<file path="config.mk">
export PLATFORM = sky130hd
export DESIGN_NAME = utf7_stream_decoder
export DESIGN_NICKNAME = d
export VERILOG_FILES = /design/src/rtl/utf7d_pkg.sv /design/src/rtl/utf7_stream_decoder.sv /design/src/rtl/utf7d_step.sv
export SDC_FILE = /design/constraint.sdc
export NUM_CORES = 1
export LEC_CHECK = 0
export ABC_AREA = 1
export BUFFER_PORTS_ARGS = -buffer_cell sky130_fd_sc_hd__buf_2
export CAP_MARGIN = 40
export CORE_MARGIN = 2
export CORE_UTILIZATION = 57
export DETAILED_ROUTE_END_ITERATION = 16
export PLACE_DENSITY = 0.8
export SYNTH_ARGS = -nofsm -noshare
export SYNTH_HDL_FRONTEND = slang
export SYNTH_HIERARCHICAL = 1
export SYNTH_SLANG_ARGS = --single-unit
</file>
<file path="constraint.sdc">
create_clock -name aclk -period 3.38 [get_ports aclk]
set_clock_uncertainty 0.15 [all_clocks]
set_input_delay 0.507 -clock aclk [delete_from_list [all_inputs] [get_ports aclk]]
set_output_delay 0.507 -clock aclk [all_outputs]
set_load 0.005 [all_outputs]
</file>
<file path="src/rtl/utf7d_pkg.sv">
// Shared types, character constants and the base64 lookup for the UTF-7 stream decoder.
package utf7d_pkg;

    localparam logic [7:0] CH_PLUS  = 8'h2B;
    localparam logic [7:0] CH_MINUS = 8'h2D;
    localparam logic [7:0] CH_SLASH = 8'h2F;
    localparam logic [7:0] BYTE_MASK = 8'hFF;

    localparam logic OP_DATA     = 1'b0;
    localparam logic OP_LINE_END = 1'b1;

    localparam int BUF_W  = 21;
    localparam int CNT_W  = 5;
    localparam int UNIT_W = 16;

    typedef enum logic [2:0] {
        MODE_DIRECT  = 3'b001,
        MODE_SHIFTED = 3'b010,
        MODE_PLUS    = 3'b100
    } mode_t;

    typedef struct packed {
        mode_t              mode;
        logic [BUF_W-1:0]   bits;
        logic [CNT_W-1:0]   count;
    } dec_state_t;

    typedef struct packed {
        logic              emit;
        logic [UNIT_W-1:0] unit;
    } step_out_t;

    typedef struct packed {
        logic       ok;
        logic [5:0] val;
    } b64_t;

    // Maps a byte to its 6-bit base64 value; ok is low for any other byte.
    function automatic b64_t b64_decode(input logic [7:0] c);
        b64_t r;
        r.ok  = 1'b1;
        r.val = 6'd0;
        if (c >= 8'h41 && c <= 8'h5A) begin
            r.val = 6'(c - 8'h41);
        end else if (c >= 8'h61 && c <= 8'h7A) begin
            r.val = 6'(c - 8'h61 + 8'd26);
        end else if (c >= 8'h30 && c <= 8'h39) begin
            r.val = 6'(c - 8'h30 + 8'd52);
        end else if (c == CH_PLUS) begin
            r.val = 6'd62;
        end else if (c == CH_SLASH) begin
            r.val = 6'd63;
        end else begin
            r.ok = 1'b0;
        end
        return r;
    endfunction

endpackage

</file>
<file path="src/rtl/utf7_stream_decoder.sv">
// Top level of the UTF-7 stream decoder: input register, decode state and result register.
// Path: a byte accepted into the input register is decoded and its code unit is loaded into
// the result register that drives m_code_unit, unless the result side is stalled.
// Throughput: one byte per cycle; the combinational decode between the input register and the
// result register sets that rate, and both registers advance whenever the result is free.
// Reset: synchronous, active-low aresetn empties both registers and returns the decoder to
// direct mode with an empty bit buffer.
module utf7_stream_decoder
    import utf7d_pkg::*;
(
    input  logic        aclk,
    input  logic        aresetn,
    input  logic        s_valid,
    output logic        s_ready,
    input  logic        s_operation,
    input  logic [7:0]  s_data_byte,
    output logic        m_valid,
    input  logic        m_ready,
    output logic [15:0] m_code_unit
);

    // Input register. It holds one accepted transaction until the decode stage takes it.
    logic       in_valid_reg;
    logic       in_op_reg;
    logic [7:0] in_byte_reg;

    // Decoder state: mode, pending base64 bits and their count.
    dec_state_t state_reg;
    dec_state_t state_next;

    // Result register toward the m_ channel.
    logic              out_valid_reg;
    logic [UNIT_W-1:0] out_unit_reg;

    step_out_t step_res;
    logic      advance;
    logic      fire;

    // The decode stage moves forward whenever the result register is empty or being drained,
    // so a pending result never blocks a new byte unless the consumer actually stalls.
    assign advance = !out_valid_reg || m_ready;
    assign fire    = in_valid_reg && advance;
    assign s_ready = !in_valid_reg || advance;

    utf7d_step u_step (
        .cur       (state_reg),
        .operation (in_op_reg),
        .data_byte (in_byte_reg),
        .nxt       (state_next),
        .res       (step_res)
    );

    always_ff @(posedge aclk) begin
        if (!aresetn) begin
            in_valid_reg <= 1'b0;
        end else if (s_ready) begin
            in_valid_reg <= s_valid;
        end
    end

    // Payload of the input register needs no reset.
    always_ff @(posedge aclk) begin
        if (s_valid && s_ready) begin
            in_op_reg   <= s_operation;
            in_byte_reg <= s_data_byte;
        end
    end

    always_ff @(posedge aclk) begin
        if (!aresetn) begin
            state_reg.mode  <= MODE_DIRECT;
            state_reg.bits  <= '0;
            state_reg.count <= '0;
        end else if (fire) begin
            state_reg <= state_next;
        end
    end

    // A transaction that produces no code unit (line end, '+', '-' terminator, partial bits)
    // simply leaves the result register empty.
    always_ff @(posedge aclk) begin
        if (!aresetn) begin
            out_valid_reg <= 1'b0;
        end else if (advance) begin
            out_valid_reg <= fire && step_res.emit;
        end
    end

    always_ff @(posedge aclk) begin
        if (fire && step_res.emit) begin
            out_unit_reg <= step_res.unit;
        end
    end

    assign m_valid     = out_valid_reg;
    assign m_code_unit = out_unit_reg;

    // Between transactions the buffer never holds a whole code unit.
    a_count_below_unit: assert property (@(posedge aclk) disable iff (!aresetn)
        state_reg.count < CNT_W'(UNIT_W))
        else $error("bit count reached a full code unit without emitting it");

    a_mode_onehot: assert property (@(posedge aclk) disable iff (!aresetn)
        $onehot(state_reg.mode))
        else $error("decode mode lost its one-hot code");

    a_line_end_flush: assert property (@(posedge aclk) disable iff (!aresetn)
        fire && in_op_reg == OP_LINE_END |=>
            state_reg.mode == MODE_DIRECT && state_reg.count == '0 && !out_valid_reg)
        else $error("line end did not flush the decoder");

    a_held_byte_kept: assert property (@(posedge aclk) disable iff (!aresetn)
        in_valid_reg && !advance |=> in_valid_reg && $stable(in_byte_reg))
        else $error("stalled input byte was lost");

endmodule

</file>
<file path="src/rtl/utf7d_step.sv">
// Next-state and result logic for one decoded byte of the UTF-7 stream decoder.
module utf7d_step
    import utf7d_pkg::*;
(
    input  dec_state_t cur,
    input  logic       operation,
    input  logic [7:0] data_byte,
    output dec_state_t nxt,
    output step_out_t  res
);

    b64_t             b64;
    logic             from_plus;
    logic [BUF_W-1:0] base_bits;
    logic [CNT_W-1:0] base_cnt;
    logic [BUF_W-1:0] sum_bits;
    logic [CNT_W-1:0] sum_cnt;
    logic [CNT_W-1:0] sh;
    logic [BUF_W-1:0] keep_mask;
    logic [BUF_W-1:0] shifted_bits;
    logic             full;

    assign b64       = b64_decode(data_byte);
    assign from_plus = (cur.mode == MODE_PLUS);

    // A base64 character right after '+' starts from an empty buffer.
    assign base_bits = from_plus ? '0 : cur.bits;
    assign base_cnt  = from_plus ? '0 : cur.count;

    assign sum_bits     = {base_bits[BUF_W-7:0], b64.val};
    assign sum_cnt      = base_cnt + CNT_W'(6);
    assign full         = (sum_cnt >= CNT_W'(UNIT_W));
    assign sh           = sum_cnt - CNT_W'(UNIT_W);
    assign shifted_bits = sum_bits >> sh;
    assign keep_mask    = (BUF_W'(1) << sh) - BUF_W'(1);

    always_comb begin
        nxt      = cur;
        res.emit = 1'b0;
        res.unit = {8'h00, data_byte & BYTE_MASK};
        if (operation == OP_LINE_END) begin
            nxt.mode  = MODE_DIRECT;
            nxt.bits  = '0;
            nxt.count = '0;
        end else begin
            case (cur.mode)
                MODE_SHIFTED, MODE_PLUS: begin
                    if (from_plus && data_byte == CH_MINUS) begin
                        nxt.mode = MODE_DIRECT;
                        res.emit = 1'b1;
                        res.unit = {8'h00, CH_PLUS};
                    end else if (b64.ok) begin
                        nxt.mode = MODE_SHIFTED;
                        if (full) begin
                            res.emit  = 1'b1;
                            res.unit  = shifted_bits[UNIT_W-1:0];
                            nxt.bits  = sum_bits & keep_mask;
                            nxt.count = sh;
                        end else begin
                            nxt.bits  = sum_bits;
                            nxt.count = sum_cnt;
                        end
                    end else begin
                        nxt.mode  = MODE_DIRECT;
                        nxt.bits  = '0;
                        nxt.count = '0;
                        // A closing '-' is absorbed; other terminators pass through.
                        res.emit  = from_plus || (data_byte != CH_MINUS);
                    end
                end
                default: begin
                    if (data_byte == CH_PLUS) begin
                        nxt.mode = MODE_PLUS;
                    end else begin
                        nxt.mode = MODE_DIRECT;
                        res.emit = 1'b1;
                    end
                end
            endcase
        end
    end

endmodule

</file>
==> impl_metrics.toml <==
[min_path]
min_path_type = "in2reg"
min_path_cells = 1

[global_routing]
overflow = 0
grt_max_degree = 48
grt_pass1_vias = 4604
grt_use_total = 0.334
grt_pass1_wl_um = 23000
antenna_found_initial = 0

[clocking]
worst_skew_pair.late_latency_ns = 0.31
cts_root_buf = "clkbuf_8"
clock-sinks = 50
cts_tree = "done"
clockBufferDepth = 2
ctsResizeCount = 0
htreeDepth = 2
cts_made_buffers = 5
cts_hold_buf = 0
clkTransAtPathRegs_ns = 0.10
cts_setup_buffers = 0

[yosys]
synth_area_um2 = 4720
syn_inst = 788
synth_area_per_cell_um2 = 5.99
ys.warnings.count = 6
synth_nets = 812

[floorplanning]
die_h_um = 95.0
ios = 31
rows = 33
initial_core_util = 0.581
dieWidth_um = 95.0
core_area_um2 = 8130
die_area_um2 = 9030

[timing]
finalMaxSlewViolations = 0
rsz0062_at_grt = "no"
setup_viol = 0
period_share = 0.907
post-route-min-period_ns = 3.07
tightest_slew_ns = 0.601
timing.fmax_ghz = 0.326
maxSlewHeadroom = 0.595
setup_slack_ns = 0.314
hold_viol = 0
tns_ns = 0

[critical_path]
worst_ep_arrival_time_ns = 3.17
crit_path_start_kind = "flop"
required_ns = 3.48
path_max_fanout = 18
crit_type = "reg2reg"
rr_worst_depth = 19
end_kind = "flop"

[finish]
diodes = 0
largest_register_ff_count = 23
multi_input_area_um2 = 2900
layout-drive-gt1-share = 0.144
register_area_um2 = 1250
n_fill_cell = 788
fin_nets = 855
layout_common_cells = "231 x nand2_1, 96 x nor2_1, 86 x inv_1, 82 x nand3_1, 55 x a21oi_1"
final_common_cell = "nand2_1"
syn_to_final_growth_pct = 11.4

[placed_design]
numPortBuffers = 30
gp_congestion = 1.05
pre_cts_ws_ns = 0.383
hpwl_um = 11600

[power_and_ir_drop]
leakage_nw = 2.40
vdd_drop_max_uv = 221
powerDensity_nw_per_um2 = 314

[drt]
routedWlPerCell_um = 15.8
wl_um = 14900
vias = 5324
first_pass_iters = 6
ant_nets = 0
first_iter_violations = 736
viasPerCell = 5.68
drc = 0

[job]
maxCapViolations = 0

[outcome]
status = "completed"
per-layer routing:
| layer | vias up | track usage | part of all wire |
|---|---|---|---|
| li1 | 2629 | - | - |
| met1 | 2366 | 0.496 | 0.45 |
| met2 | 297 | 0.492 | 0.42 |
| met3 | 32 | 0.0656 | 0.11 |
| met4 | 0 | 0.0954 | 0.023 |
| met5 | - | 0 | 0 |
layout make-up:
cell class,instances,share of cell area
sequential,50,0.238
timing repair buffer,77,0.0963
tap,105,0.0250
inverter,97,0.0692
multi-input combinational,600,0.551
clock inverter,2,0.00262
clock buffer,6,0.0178
per-stage QoR:
stage / std cells / instance area (um2) / total power, W / utilization / hold slack (ns)
2_1_floorplan: 788 / 4720 / 0.00106 / - / 0.300
3_3_place_gp: 928 / 5140 / 0.00122 / 0.632 / 0.316
3_5_place_dp: 929 / 5150 / 0.00123 / 0.633 / 0.341
4_1_cts: 937 / 5260 / 0.00164 / 0.647 / 0.216
5_1_grt: 937 / 5260 / 0.00172 / 0.647 / 0.210
6_report: 937 / 5260 / 0.00165 / 0.647 / 0.219
critical path: stages (launching register included):
cell and delay (ns):
dfxtp_1 0.37, nor2_1 0.06, nand2_2 0.09, buf_4 0.25, nand2_4 0.11, inv_2 0.08
nand2_4 0.07, xor2_4 0.17, buf_4 0.20, nand2_2 0.18, nor2_1 0.08, nor2_1 0.16
nand2_1 0.12, nor3_1 0.33, nand3_1 0.15, a21oi_1 0.17, inv_1 0.05, nand3_1 0.07
nand2_1 0.05, nor2_1 0.08
power by group:
part,internal (W),switching [W]
Clock,0.000193,0.000230
Sequential,0.000668,0.0000310
Combinational,0.000186,0.000345
final timing paths:
path                                      from        endpoint  slack [ns]
worst max-delay path             state_reg[27]   state_reg[16]        0.31
worst min-delay path            s_data_byte[6]  in_byte_reg[6]        0.22
worst max register to register   state_reg[27]   state_reg[16]        0.31
worst min register to register   state_reg[26]   state_reg[26]        0.35
Note: power is estimated with default switching activity, not from simulation.
